[config.mk]
export PLATFORM = sky130hd
export DESIGN_NAME = ccl_ram
export DESIGN_NICKNAME = d
export VERILOG_FILES = /design/src/hdl/ccl_ram.sv
export SDC_FILE = /design/constraint.sdc
export NUM_CORES = 1
export LEC_CHECK = 0
export BUFFER_PORTS_ARGS = -buffer_cell sky130_fd_sc_hd__buf_2
export CAP_MARGIN = 20
export CORE_UTILIZATION = 59
export CTS_BUF_LIST = sky130_fd_sc_hd__clkbuf_8
export DETAILED_ROUTE_END_ITERATION = 8
export PLACE_DENSITY = 0.89
export REMOVE_ABC_BUFFERS = 1
export SYNTH_ARGS = -nofsm -noshare
export SYNTH_HDL_FRONTEND = slang
export SYNTH_SLANG_ARGS = --single-unit
[constraint.sdc]
create_clock -name aclk -period 2.1 [get_ports aclk]
set_clock_uncertainty 0.05 [all_clocks]
set_input_delay 0.21 -clock aclk [delete_from_list [all_inputs] [get_ports aclk]]
set_output_delay 0.21 -clock aclk [all_outputs]
set_load 0.01 [all_outputs]
[src/hdl/ccl_ram.sv]
// Generic single-write, single-read RAM with registered read data.
module ccl_ram #(
    parameter int WIDTH = 16,
    parameter int DEPTH = 64
) (
    input  logic                     aclk,
    input  logic                     we,
    input  logic [$clog2(DEPTH)-1:0] waddr,
    input  logic [WIDTH-1:0]         wdata,
    input  logic [$clog2(DEPTH)-1:0] raddr,
    output logic [WIDTH-1:0]         rdata
);

    logic [WIDTH-1:0] mem [DEPTH];

    always_ff @(posedge aclk) begin
        if (we) begin
            mem[waddr] <= wdata;
        end
        rdata <= mem[raddr];
    end

endmodule

==> metrics <==
Peak VDD IR=475 uV; Clk Latency, worst-skew pair=0.82 ns; Ports=46; Top FF cell, synth=edfxtp_1; fraction of layout cells with a size suffix above 1=32.2%; leakage=~15 nW; worst path cell trace=mux4_2 -> mux2_2 -> nand2_1 -> nand4_1 -> and4_1; Setup WS post-layout=-0.0344 ns; unrepaired setup endpoints after global routing=no; FF+latch count, synth=1040; dpl cells=2893; detail-routed net length per standard cell=32.4 um; core area=67200 um2; number of CTS-inserted buffers=~160; max incr delay on CP=0.49 ns; ys async rst share=0%; top cell type's share of synthesized area=76.8%; Crit Path Max Fanout=1; DIE WIDTH=between 200 and 300 um; post-route insts no fill=3183; Routed Antenna Nets=0; GR Overflow Total=0; Cell Rows=95; outcome=complete, but fails checks; crit share post-route=102%; CP Class=reg -> reg; Slew Limit Fails=0; Period minus WS final=around 2.1 ns; Fin. Hold Viols=0; CP max-delay cell=mux4_2; DRC viols=0; H-tree Lvls=4; Hold WC Path Type=in -> reg; Post-Syn Area=40000 um2; 1st-iter DRT viols=3398; yosys warns=0; CP Capture Type=register; Worst Setup Start Kind=register; clk slew on worst S/H paths=0.06 ns; finished layout cell area=approximately 46000 um2; register area=31100 um2; area of the multi-input gates=8300 um2; GPL Wtd Cong=between 0.8 and 0.9; power density cells=882 nW/um2; Synth Instances=1829; Fillers=3581; Netlist cell types=43; vias in the first global route=22100; drt first pass iters=6; syn_area_per_cell=around 22 um2; routed wire length=103000 um; Seq/Total Area, Yosys=77.6%; Die Y-Extent=263 um; via count=21500; Rel. slew slack=45.0%; CTS root buf=clkbuf_8; largest net degree at the start of global routing=65; WHS=around 0.058 ns; hpwl dp=~61000 um; first-pass GRT wire length=around 150000 um; Port-buffer cells=45; nets=roughly 2200; number of flops mapped to enable cells by yosys=1024; Slew @ Worst Pin=0.825 ns; die area=between 60000 and 70000 um2; vias per cell=around 6.7; reg-to-reg slack, setup=-0.03 ns; Max clock buf depth=3; Synth area leaders=edfxtp_1 (77%), mux4_2 (12%), mux2i_1 (2.1%), dfxtp_1 (0.80%), mux2_2 (0.76%); initial antenna violation count=12; CTS tree=yes; placed inst area=43400 um2; Req. time, crit path=2.76 ns; Tot Pwr=approximately 0.041 W; number of max-cap violations=0; initial core utilization=59.6%; synthesis-to-finish area growth=15.9%; area leader, netlist=edfxtp_1; setup_tns=-0.0344 ns; # clock sinks=1040; FMAX=469 MHz; most frequent cells in the layout=edfxtp_1 (1024), mux4_2 (220), buf_4 (183), clkbuf_8 (164), mux2i_1 (84); commonest non-fill, non-tap cell in the layout=edfxtp_1; violated checks=negative setup slack; arrival time at the worst endpoint=~2.8 ns; Total GRT Usage=30.4%; Final Setup Violations=1
## metrics by stage
stage	worst slack [ns]	utilization, %
after floorplan	-0.0425	-
after global placement	-0.429	64.6
after detailed placement	-0.471	64.6
after CTS	0.00892	69.0
after global routing	0.00816	69.1
final	-0.0344	69.1
## power breakdown
| part | total (W) | switching (W) | internal [W] |
|---|---|---|---|
| sequential | 0.0231 | 0.0000819 | 0.0230 |
| combinational | 0.00254 | 0.00151 | 0.00103 |
| clock | 0.0153 | 0.00764 | 0.00767 |
| total | 0.0409 | 0.00923 | 0.0317 |
## routing by layer
layer	part of all wire (%)	track usage, %	vias to the layer above	routed length, um
met5	0.097	0	-	100
met4	5.5	16.2	14	5670
li1	-	-	8433	-
met2	49	48.1	1851	50000
met1	33	38.7	10800	34100
met3	13	8.68	412	13200
## area by class of cell
type | count | share of cell area (%)
Tap cell | 873 | 2.35
Multi-Input combinational cell | 685 | 17.9
Clock inverter | 108 | 1.26
Clock buffer | 163 | 4.83
Antenna cell | 6 | 0.0324
Sequential cell | 1040 | 67.0
Timing Repair Buffer | 308 | 6.67
## logic make-up after synthesis
logic type,after synthesis,share of synthesized area (%)
AOI/OAI and AO/OA,129,2.41
buffers and inverters,104,1.83
DFF,1040,77.6
and+or+nand+nor,220,2.65
muxes,336,15.5
## flip-flops by register name (all words and copies together) (netlist names)
| signal | count |
|---|---|
| mem | 1024 |
| rdata | 16 |
## what timing repair did
action,in CTS,in global routing
setup buffers,0,0
hold endpoints to repair,615,0
cloned,0,0
resized for setup,4,4
pin swaps,0,1
hold buffers,13,0
setup endpoints to repair,3,4
## critical path, delay by kind of cell (launching register included)
family        cells  cell delay, ns
flops             1            0.41
mux               2            0.77
simple gates      3            0.80
## synthesized netlist by cell type, types with 12 or more instances
library cell and n:
edfxtp_1 1024, mux4_2 220, mux2i_1 85, nor2_1 72, nand2_1 59, a22oi_1 39
buf_2 36, nor2b_1 30, mux2_2 27, clkbuf_1 24, nand3_1 24, a21oi_1 17
buf_6 17, a221oi_1 16, dfxtp_1 16, buf_4 13, nand4_1 12
## worst paths after layout
| check | startpoint | endpoint | cells past startpoint |
|---|---|---|---|
| min | wdata[6] | mem[3][6] | 2 |
| min reg2reg | mem[56][10] | rdata[10] | 5 |
| max | mem[7][10] | rdata[10] | 5 |
| max reg2reg | mem[7][10] | rdata[10] | 5 |
Power figures use the tool's default switching activity.
