### src/hdl/ccl_pkg.sv
// Shared constants, codes and payload types of the C-cell pooling layer.
package ccl_pkg;

    localparam int MAX_PLANES = 8;
    localparam int MAX_C_SIZE = 16;
    localparam int MAX_S_SIZE = 32;
    localparam int MAX_KERNEL = 8;

    localparam int PLANE_W   = $clog2(MAX_PLANES);
    localparam int CIDX_W    = $clog2(MAX_C_SIZE);
    localparam int KIDX_W    = $clog2(MAX_KERNEL);
    localparam int CELL_AW   = 2 * CIDX_W;
    localparam int ACC_DEPTH = MAX_PLANES * MAX_C_SIZE * MAX_C_SIZE;
    localparam int ACC_AW    = $clog2(ACC_DEPTH);
    localparam int WT_DEPTH  = MAX_KERNEL * MAX_KERNEL;
    localparam int WT_AW     = $clog2(WT_DEPTH);

    localparam int ACC_W    = 40;
    localparam int VAL_W    = 16;
    localparam int PROD_W   = 2 * VAL_W;
    localparam int RESP_W   = 16;
    localparam int ONE_FRAC = 26;

    localparam int S_REG_W  = 6;
    localparam int C_REG_W  = 5;
    localparam int R_REG_W  = 4;
    localparam int K_REG_W  = 4;
    localparam int CFG_W    = 6;
    localparam int CFG_IW   = 2;

    localparam logic [CFG_IW-1:0] CFG_S_SIZE = 2'd0;
    localparam logic [CFG_IW-1:0] CFG_C_SIZE = 2'd1;
    localparam logic [CFG_IW-1:0] CFG_RATIO  = 2'd2;
    localparam logic [CFG_IW-1:0] CFG_KERNEL = 2'd3;

    localparam logic [1:0] MODE_WEIGHT = 2'd0;
    localparam logic [1:0] MODE_SAMPLE = 2'd1;
    localparam logic [1:0] MODE_READ   = 2'd2;
    localparam logic [1:0] MODE_CLEAR  = 2'd3;

    typedef struct packed {
        logic [1:0]              mode;
        logic [2:0]              plane;
        logic [4:0]              row;
        logic [4:0]              col;
        logic signed [VAL_W-1:0] value;
    } in_t;

    typedef struct packed {
        logic [RESP_W-1:0] cell_response;
        logic              status;
    } out_t;

endpackage

### src/hdl/ccl_div.sv
// Restoring divider for the squashing function u / (1 + u), one quotient bit a cycle.
module ccl_div (
    input  logic                          aclk,
    input  logic                          aresetn,
    input  logic                          start,
    input  logic [ccl_pkg::ACC_W-2:0]     u,
    output logic                          done,
    output logic [ccl_pkg::RESP_W-1:0]    quot
);

    localparam int CNT_W = $clog2(ccl_pkg::RESP_W);

    logic [ccl_pkg::ACC_W-1:0] den_reg;
    logic [ccl_pkg::ACC_W-1:0] rem_reg;
    logic [CNT_W-1:0]          cnt_reg;
    logic                      busy_reg;
    logic [ccl_pkg::ACC_W:0]   shifted;
    logic                      fits;

    assign shifted = {rem_reg, 1'b0};
    assign fits    = shifted >= {1'b0, den_reg};

    always_ff @(posedge aclk) begin
        if (!aresetn) begin
            busy_reg <= 1'b0;
            done     <= 1'b0;
            cnt_reg  <= '0;
        end else begin
            done <= 1'b0;
            if (start) begin
                // remainder starts at u, which is always below u + 1.0
                den_reg  <= {1'b0, u} + (ccl_pkg::ACC_W)'(1) * (2 ** ccl_pkg::ONE_FRAC);
                rem_reg  <= {1'b0, u};
                cnt_reg  <= '0;
                busy_reg <= 1'b1;
            end else if (busy_reg) begin
                if (fits) begin
                    rem_reg <= ccl_pkg::ACC_W'(shifted - {1'b0, den_reg});
                end else begin
                    rem_reg <= shifted[ccl_pkg::ACC_W-1:0];
                end
                quot    <= {quot[ccl_pkg::RESP_W-2:0], fits};
                cnt_reg <= cnt_reg + 1'b1;
                if (cnt_reg == CNT_W'(ccl_pkg::RESP_W - 1)) begin
                    busy_reg <= 1'b0;
                    done     <= 1'b1;
                end
            end
        end
    end

endmodule

### config.mk
export PLATFORM = sky130hd
export DESIGN_NAME = ccl_div
export DESIGN_NICKNAME = d
export VERILOG_FILES = /design/src/hdl/ccl_pkg.sv /design/src/hdl/ccl_div.sv
export SDC_FILE = /design/constraint.sdc
export NUM_CORES = 1
export LEC_CHECK = 0
export BUFFER_PORTS_ARGS = -buffer_cell sky130_fd_sc_hd__buf_4
export CAP_MARGIN = 10
export CORE_ASPECT_RATIO = 0.9
export CORE_MARGIN = 4
export CORE_UTILIZATION = 53
export CTS_BUF_LIST = sky130_fd_sc_hd__clkbuf_4 sky130_fd_sc_hd__clkbuf_8
export DETAILED_ROUTE_END_ITERATION = 10
export GPL_TIMING_DRIVEN = 0
export PLACE_DENSITY = 0.72
export SYNTH_ARGS = -nofsm -noshare
export SYNTH_HDL_FRONTEND = slang
export SYNTH_SLANG_ARGS = --single-unit
### constraint.sdc
create_clock -name aclk -period 3.23 [get_ports aclk]
set_input_delay 0.646 -clock aclk [delete_from_list [all_inputs] [get_ports aclk]]
set_output_delay 0.646 -clock aclk [all_outputs]
set_load 0.005 [all_outputs]
==> results of run 1 <==
[stage by stage]
step	hold slack, ns	utilization [%]	area, um^2	setup slack, ns	cells
after detailed placement	0.4355	60.12	7716	-0.1547	940
final	0.4170	63.07	8094	0.08556	961
after global routing	0.4078	63.07	8094	-0.1223	961
after global placement	0.4298	59.73	7666	-0.1058	938
after floorplan	0.4521	-	7025	0.3785	716
after CTS	0.4070	62.17	7979	0.04192	957
[placed cells by master, fill, tap and decap left out, types with 9 or more instances in the layout]
cell / count
a32oi_1: 11
xnor2_1: 25
ha_1: 40
a21oi_1: 45
nor2b_1: 14
o21ai_0: 23
nor3_1: 17
nand4b_1: 23
a21o_1: 19
clkbuf_8: 9
inv_1: 55
clkbuf_1: 22
and3_1: 11
buf_4: 68
nand2_1: 68
o311ai_1: 12
nand3_1: 30
o311ai_2: 10
nand4_1: 13
nor2_1: 37
edfxtp_1: 96
xor2_1: 18
[metal layers]
metal,vias up,track usage (%),wire length [um]
met5,-,0,0
met4,0,8.258,407
li1,2847,-,-
met3,29,4.492,1212
met1,2900,36.13,8889
met2,198,41.26,8884
[cell families after synthesis]
logic type | Yosys count | share of synthesized area (%)
simple gates | 241 | 17.90
compound gates | 190 | 20.36
flops | 102 | 42.74
buf+inv | 94 | 5.432
xor+xnor | 43 | 5.361
fa+ha+maj | 43 | 7.765
mux | 3 | 0.4452
[report_power, final]
group / switching [W] / internal (W) / leakage (nW) / total [W]
combinational: 0.000798 / 0.000526 / 2.14 / 0.00132
clock: 0.000481 / 0.000532 / 0.127 / 0.00101
sequential: 0.0000439 / 0.00157 / 0.953 / 0.00162
[synth_stat cells (8+ instances only)]
cell type,count,area (um^2)
xnor2_1,25,219.0
edfxtp_1,96,2883
nand4b_1,23,201.4
nor3_1,17,85.08
nor2b_1,14,87.58
o311ai_1,12,105.1
a21o_1,20,150.1
inv_1,55,206.5
nand2_1,70,262.8
ha_1,42,525.5
buf_2,8,40.04
o21ai_0,26,130.1
o311ai_2,10,162.7
clkbuf_1,26,97.59
a21oi_1,46,230.2
nand2b_1,8,50.05
nand3_1,30,150.1
xor2_1,18,157.7
nand4_1,13,81.33
a32oi_1,11,96.34
nor2_1,37,138.9
and3_1,11,68.82
[repair_timing]
action | in CTS | in global routing
setup buffers | 1 | 6
setup endpoints to repair | 22 | 36
pin swaps | 1 | 5
gates resized for setup | 5 | 29
[final cells by class]
type / instances / area (um^2)
fillers: 1104 / 4740
inverters: 55 / 206.4
clock inverters: 6 / 116.4
repair buffers: 68 / 546.8
multi-input cells: 520 / 3692
plain buffers: 36 / 192.7
well taps: 164 / 205.2
clock buffers: 10 / 131.4
flip-flops and latches: 102 / 3003
[how the worst max path moves through the flow]
| stage | end | start | cells after the start | slack [ns] |
|---|---|---|---|---|
| 3_3_place_gp | rem_reg[2] | start | 3 | -0.11 |
| 6_report | rem_reg[30] | rem_reg[18] | 12 | 0.09 |
| 4_1_cts | rem_reg[36] | den_reg[0] | 10 | 0.04 |
| 5_1_grt | rem_reg[38] | rem_reg[14] | 11 | -0.12 |
| 3_5_place_dp | rem_reg[27] | rem_reg[19] | 12 | -0.15 |
| 2_1_floorplan | rem_reg[2] | rem_reg[18] | 11 | 0.38 |
==> results.json, run 1 <==
{
  "die_h_um": 117.2,
  "status": "finished clean",
  "clkSinkCount": 102,
  "die_w_um": 129.4,
  "synthCells": 716,
  "synth.net_count": 801,
  "io_buffers": 58,
  "fmax_ghz": 0.3180,
  "core_um2": 12830,
  "setup_viol": 0,
  "drc": 0,
  "antenna_found_initial": 0,
  "area_growth_pct": 15.21,
  "antennaDiodeCount": 0,
  "final_layout_size_suffix_gt1_share_pct": 17.06,
  "final_net_count": 877,
  "period_share_pct": 97.35,
  "gp_congestion": 0.9542,
  "avgSynthCellArea_um2": 9.812,
  "ant_nets": 0,
  "end_kind": "register",
  "cts_tree": "yes",
  "fp.dieArea_um2": 15160,
  "cts_htree_levels": 3,
  "tightest_slew_ns": 0.8946,
  "worstSetupPathType": "register to register",
  "hold_start": "u[5]",
  "critPathMaxStageDelay_ns": 0.41,
  "crit_fanout": 10,
  "finalWirelength_um": 19390,
  "setup_tns_ns": 0,
  "core.rowCount": 39,
  "start_util_pct": 54.74,
  "first_pass_iters": 6,
  "path_cells": "ha_1 > clkbuf_4 > nand2_2 > o211ai_2 > a41oi_2 > or2_4 > a2111oi_4 > o21ai_2 > buf_6 > buf_4 > a32oi_1 > o31ai_1",
  "ir_drop_uv": 368.8,
  "grt_max_degree": 26,
  "clock_skew_ns": 0.01813,
  "hold_end": "den_reg[5]",
  "slew_violations": 0,
  "crit_family": "compound AO/OA/AOI/OAI gates",
  "synth-async-reset-ratio_pct": 0,
  "crit_slowest_cell": "edfxtp_1",
  "ctsHoldBuffers": 0,
  "viasPerCell": 6.216,
  "clkTransAtPathRegs_ns": 0.11,
  "crit_arrival_ns": 3.25,
  "power_leakage_nw": 3.224,
  "synth-edff-count": 96,
  "root_buffer": "clkbuf_8",
  "overflow": 0,
  "r2r_slack_ns": 0.09,
  "p_per_area_nw_per_um2": 488.5,
  "gr-usage-all-layers_pct": 25.87,
  "insertion_delay_ns": 0.40,
  "max-cap-violations": 0,
  "hpwl_um": 14280,
  "cp-start-kind": "register",
  "r2r-end": "rem_reg[30]",
  "io_pins": 59,
  "cts_inserted_buffers": 9,
  "grt_pass1_wl_um": 30290,
  "slew_headroom_pct": 40.36,
  "syn_area_um2": 7025,
  "holdCritPathClass": "primary input to register",
  "crit_required_ns": 3.34,
  "synth_seq_cells": 102,
  "synth-main-ff-cell": "edfxtp_1",
  "drt_iter0_markers": 603,
  "grt_pass1_vias": 5717,
  "rr_startpoint": "rem_reg[18]",
  "ys_warn_count": 0,
  "clock_path_buffers": 2,
  "wl_per_cell_um": 20.18,
  "yosysSeqAreaShare_pct": 42.74,
  "vias": 5974,
  "fin_crit_ns": 3.144,
  "yosysUniqueCellTypes": 71,
  "cp.buffers_inverters": 3,
  "min_path_cells": 1,
  "report.final.hold_viol_count": 0,
  "power_w": 0.003954,
  "ff2ff_path_depth": 12
}
(Power assumes the default switching activity.)
==> run 2: changes to the inputs <==
--- a/config.mk
+++ b/config.mk
@@ -13,7 +13,7 @@
 export CTS_BUF_LIST = sky130_fd_sc_hd__clkbuf_4 sky130_fd_sc_hd__clkbuf_8
 export DETAILED_ROUTE_END_ITERATION = 10
 export GPL_TIMING_DRIVEN = 0
-export PLACE_DENSITY = 0.72
+export PLACE_DENSITY = 0.7
 export SYNTH_ARGS = -nofsm -noshare
 export SYNTH_HDL_FRONTEND = slang
 export SYNTH_SLANG_ARGS = --single-unit
==> run 2 against run 1 <==
Net effect: sequential share of layout area is 0.29 points higher; utilization is 0.49 points lower; combinational power hardly changed; wire length is 1.1% higher; count of clock-buffer cells in the layout is 1 lower; worst setup slack better by 0.0058 ns; clock skew is 0.0073 ns lower; final area is 0.77% lower; maximum frequency is 0.18% higher; sequential cell count stayed put; hold slack better by 0.016 ns; highest routed layer unchanged.
==> results.json, run 2 (synthesis results as in run 1) <==
{
  "mostFrequentLayoutCells": "edfxtp_1 (96), buf_4 (70), nand2_1 (69)",
  "area_growth_pct": 14.32,
  "ant_nets": 0,
  "ir_drop_uv": 286.5,
  "crit_family": "compound AO/OA/AOI/OAI gates",
  "io_pins": 59,
  "fmax_ghz": 0.3186,
  "rr_startpoint": "rem_reg[20]",
  "core_um2": 12830,
  "ctsHoldBuffers": 0,
  "min_path_cells": 1,
  "report.final.hold_viol_count": 0,
  "gp_congestion": 0.9604,
  "cts_inserted_buffers": 9,
  "p_per_area_nw_per_um2": 458.0,
  "max-cap-violations": 0,
  "path_cells": "ha_1 > nand4_1 > nor2_1 > and3b_1 > and4_1 > a2111oi_0 > o21a_2 > clkbuf_4 > buf_4 > a32oi_1 > o31ai_1",
  "gr-usage-all-layers_pct": 25.88,
  "clkTransAtPathRegs_ns": 0.10,
  "cts_tree": "yes",
  "die_w_um": 129.4,
  "wl_per_cell_um": 20.33,
  "start_util_pct": 54.74,
  "r2r-end": "rem_reg[30]",
  "cp-start-kind": "register",
  "final_common_cell": "edfxtp_1",
  "root_buffer": "clkbuf_8",
  "fp.dieArea_um2": 15160,
  "first_pass_iters": 6,
  "hold_end": "den_reg[11]",
  "status": "finished clean",
  "overflow": 0,
  "core.rowCount": 39,
  "insertion_delay_ns": 0.39,
  "grt_pass1_wl_um": 30150,
  "end_kind": "register",
  "slew_violations": 0,
  "drc": 0,
  "setup_viol": 0,
  "final_net_count": 880,
  "crit_required_ns": 3.42,
  "hpwl_um": 14370,
  "ff2ff_path_depth": 11,
  "drt_iter0_markers": 541,
  "cts_htree_levels": 3,
  "vias": 5990,
  "placed_cells": 940,
  "grt_max_degree": 30,
  "finalWirelength_um": 19600,
  "final_cells": 964,
  "antenna_found_initial": 0,
  "slew_headroom_pct": 44.54,
  "clkSinkCount": 102,
  "period_share_pct": 97.17,
  "hold_start": "u[11]",
  "viasPerCell": 6.214,
  "holdCritPathClass": "primary input to register",
  "setup_tns_ns": 0,
  "clock_skew_ns": 0.01078,
  "tightest_slew_ns": 0.8319,
  "worstSetupPathType": "register to register",
  "crit_arrival_ns": 3.33,
  "critPathMaxStageDelay_ns": 0.43,
  "crit_fanout": 10,
  "power_leakage_nw": 3.177,
  "die_h_um": 117.2,
  "fin_crit_ns": 3.139,
  "crit_slowest_cell": "ha_1",
  "antennaDiodeCount": 0,
  "io_buffers": 58,
  "clock_path_buffers": 2,
  "cp.buffers_inverters": 2,
  "grt_pass1_vias": 5726,
  "final_layout_size_suffix_gt1_share_pct": 16.75,
  "r2r_slack_ns": 0.09
}
==> run 2: changes by cell type in the layout (fill, tap and decap cells not counted), moves of 2 or more <==
cell and delta:
ha_2 -2, clkinv_1 +3, buf_4 +2, clkbuf_2 +2
ha_4 +3, bufinv_16 -3, buf_6 -2, clkinv_4 +2
buf_2 +2, clkbuf_4 -3
==> run 2: worst max-delay path by stage <==
stage	cells after the start	from	slack [ns]	to
3_5_place_dp	12	rem_reg[18]	-0.14	rem_reg[30]
4_1_cts	12	rem_reg[20]	0.02	rem_reg[30]
6_report	11	rem_reg[20]	0.09	rem_reg[30]
2_1_floorplan	11	rem_reg[18]	0.38	rem_reg[2]
5_1_grt	12	rem_reg[21]	-0.03	rem_reg[32]
3_3_place_gp	3	start	-0.14	rem_reg[3]
==> run 2: stage by stage <==
stage	instance area [um^2]	utilization (%)	setup slack, ns	hold WS, ns	total power [W]
final	8031	62.58	0.09133	0.4329	0.003679
after detailed placement	7709	60.07	-0.1403	0.4360	0.002897
after global routing	8031	62.58	-0.03080	0.4098	0.003882
after CTS	7890	61.48	0.01624	0.4177	0.003629
after global placement	7666	59.73	-0.1368	0.4290	0.002865
after floorplan	7025	-	0.3785	0.4521	0.002546
==> run 2: routing by layer <==
| layer | up-vias | GRT usage, % | routed length, um |
|---|---|---|---|
| met5 | - | 0 | 0 |
| met2 | 211 | 41.13 | 9001 |
| met4 | 0 | 6.578 | 354 |
| li1 | 2843 | - | - |
| met1 | 2913 | 35.57 | 8742 |
| met3 | 23 | 6.715 | 1501 |
==> run 2: layout make-up <==
cell class              instances  area, um^2
clock inverters                 7       41.29
flip-flops and latches        102        3003
fillers                      1118        4802
repair buffers                 69       543.0
multi-input cells             520        3719
clock buffers                   9       123.9
inverters                      55       206.4
plain buffers                  38       190.2
well taps                     164       205.2
==> run 2: report_power, final <==
group | internal (W) | switching [W]
logic | 0.000525 | 0.000798
registers | 0.00157 | 0.0000464
clock network | 0.000274 | 0.000462
==> run 2: timing repair <==
item	in CTS	in global routing
buffers inserted	1	7
setup endpoints to repair	21	38
cloned	0	0
pin swaps	1	4
gates resized for setup	5	23
==> run 3: changes to the inputs <==
--- a/config.mk
+++ b/config.mk
@@ -7,7 +7,7 @@
 export LEC_CHECK = 0
 export BUFFER_PORTS_ARGS = -buffer_cell sky130_fd_sc_hd__buf_4
 export CAP_MARGIN = 10
-export CORE_ASPECT_RATIO = 0.9
+export CORE_ASPECT_RATIO = 1.25
 export CORE_MARGIN = 4
 export CORE_UTILIZATION = 53
 export CTS_BUF_LIST = sky130_fd_sc_hd__clkbuf_4 sky130_fd_sc_hd__clkbuf_8
==> constraint.sdc (replaced) <==
create_clock -name aclk -period 3.23 [get_ports aclk]
set_input_delay 0.646 -clock aclk [delete_from_list [all_inputs] [get_ports aclk]]
set_output_delay 0.646 -clock aclk [all_outputs]
set_load 0.01 [all_outputs]
==> run 3 against run 2 <==
Net effect: first-iteration DRC count down 3.9%; clock skew up 0.0044 ns; global-route usage down 0.86 points; die area about the same; sequential power about the same; critical path type unchanged.
==> results.json, run 3 (synthesis results as in run 1) <==
{
  "cts_inserted_buffers": 9,
  "slew_headroom_pct": 43.55,
  "fin_crit_ns": 3.100,
  "grt_max_degree": 26,
  "crit_required_ns": 3.38,
  "gp_congestion": 0.9243,
  "p_int_w": 0.002405,
  "r2r-end": "rem_reg[25]",
  "overflow": 0,
  "crit_slowest_cell": "edfxtp_1",
  "grt_pass1_wl_um": 29790,
  "fill_cells": 1098,
  "critical_path.startpoint": "rem_reg[17]",
  "switching_share_pct": 36.19,
  "final_common_cell": "edfxtp_1",
  "drc": 0,
  "mostFrequentLayoutCells": "edfxtp_1 (96), buf_4 (72), nand2_1 (68)",
  "wl_per_cell_um": 19.89,
  "gr-usage-all-layers_pct": 25.02,
  "rr_startpoint": "rem_reg[17]",
  "root_buffer": "clkbuf_8",
  "switching_power_w": 0.001364,
  "ff2ff_path_depth": 10,
  "ir_drop_uv": 283.0,
  "antennaDiodeCount": 0,
  "die_w_um": 111.0,
  "viasPerCell": 6.126,
  "post-route-util_pct": 62.94,
  "first_pass_iters": 6,
  "period_share_pct": 95.98,
  "setup_viol": 0,
  "io_buffers": 58,
  "insertion_delay_ns": 0.41,
  "path_cells": "ha_2 > a21oi_2 > o211ai_2 > a41oi_2 > or2_4 > a2111oi_4 > o21ai_2 > and2_4 > buf_6 > o31a_1",
  "worstSetupPathType": "register to register",
  "drt_iter0_markers": 520,
  "clock_path_buffers": 2,
  "tightest_slew_ns": 0.8468,
  "power_leakage_nw": 3.202,
  "finalWirelength_um": 19230,
  "start_util_pct": 54.74,
  "cts_tree": "yes",
  "core.rowCount": 46,
  "fp.dieArea_um2": 15170,
  "crit_fanout": 10,
  "antenna_found_initial": 0,
  "crit_family": "compound AO/OA/AOI/OAI gates",
  "cp_num_cells": 10,
  "vias": 5924,
  "hpwl_um": 14110,
  "clock_skew_ns": 0.01519,
  "p_per_area_nw_per_um2": 466.6,
  "io_pins": 59,
  "core_um2": 12830,
  "end_kind": "register",
  "status": "finished clean",
  "power_w": 0.003769,
  "max-cap-violations": 0,
  "grt_pass1_vias": 5786,
  "area_growth_pct": 14.98,
  "report.final.hold_viol_count": 0,
  "power_frac_comb_pct": 35.0,
  "power_frac_seq_pct": 42.9,
  "fmax_ghz": 0.3226,
  "cts_htree_levels": 3,
  "crit_arrival_ns": 3.25,
  "holdCritPathClass": "primary input to register",
  "clkTransAtPathRegs_ns": 0.12,
  "final_layout_size_suffix_gt1_share_pct": 17.52,
  "critPathMaxStageDelay_ns": 0.45,
  "r2r_slack_ns": 0.13,
  "setup.worst_path.end": "rem_reg[25]",
  "die_h_um": 136.7,
  "ant_nets": 0,
  "cp.buffers_inverters": 1,
  "slew_violations": 0,
  "power_frac_clock_pct": 22.2,
  "final_net_count": 879,
  "clkSinkCount": 102,
  "cp-start-kind": "register"
}
==> run 3: cell count changes in the layout (fill, tap and decap cells not counted), moves of 2 or more <==
| cell | change |
|---|---|
| inv_8 | +4 |
| clkinv_1 | -3 |
| buf_2 | -2 |
| buf_4 | +2 |
| clkbuf_1 | -2 |
| ha_2 | +2 |
| ha_4 | -2 |
==> run 3: power by group through the flow <==
stage	clock (W)	combinational [W]	sequential [W]
2_1_floorplan	0	0.000914	0.00163
3_3_place_gp	0	0.00123	0.00164
3_5_place_dp	0	0.00125	0.00165
4_1_cts	0.000847	0.00126	0.00162
5_1_grt	0.000896	0.00144	0.00163
6_report	0.000835	0.00132	0.00162
==> run 3: per-stage QoR <==
| stage | setup TNS (ns) | std cells | setup WS, ns | hold WS, ns | area, um^2 |
|---|---|---|---|---|---|
| 2_1_floorplan | 0 | 716 | 0.3785 | 0.4634 | 7025 |
| 3_3_place_gp | -1.000 | 942 | -0.09812 | 0.4375 | 7671 |
| 3_5_place_dp | -1.803 | 944 | -0.1439 | 0.4412 | 7721 |
| 4_1_cts | 0 | 960 | 0.0005786 | 0.3977 | 7931 |
| 5_1_grt | -0.01797 | 967 | -0.01491 | 0.3963 | 8078 |
| 6_report | 0 | 967 | 0.1298 | 0.4142 | 8078 |
==> run 3: what timing repair did <==
action / in CTS / in global routing
hold buffers: 0 / 0
setup buffers: 0 / 9
setup endpoints to repair: 24 / 36
gates resized for setup: 6 / 33
pin swaps: 1 / 6
==> run 3: worst min-delay path by stage <==
stage / end / slack (ns) / cells after the start / startpoint
final: den_reg[13] / 0.41 / 1 / u[13]
after global routing: den_reg[14] / 0.40 / 1 / u[14]
after CTS: den_reg[13] / 0.40 / 1 / u[13]
after detailed placement: quot[13] / 0.44 / 0 / quot[12]
after global placement: quot[2] / 0.44 / 0 / quot[1]
after floorplan: done / 0.46 / 2 / cnt_reg[3]
==> run 3: cell type report <==
| type | count | area [um^2] | share of cell area [%] |
|---|---|---|---|
| inverters | 55 | 206.4 | 2.556 |
| plain buffers | 36 | 193.9 | 2.401 |
| flip-flops and latches | 102 | 3003 | 37.17 |
| clock buffers | 9 | 123.9 | 1.533 |
| multi-input cells | 520 | 3711 | 45.94 |
| clock inverters | 7 | 71.32 | 0.8829 |
| well taps | 168 | 210.2 | 2.602 |
| repair buffers | 70 | 558.0 | 6.908 |
==> run 3: metal layers <==
layer,vias up,wire (um),track usage (%)
met5,-,0,0
met4,0,332,8.966
met3,29,1178,3.273
met2,204,9733,44.77
met1,2860,7984,31.15
li1,2831,-,-
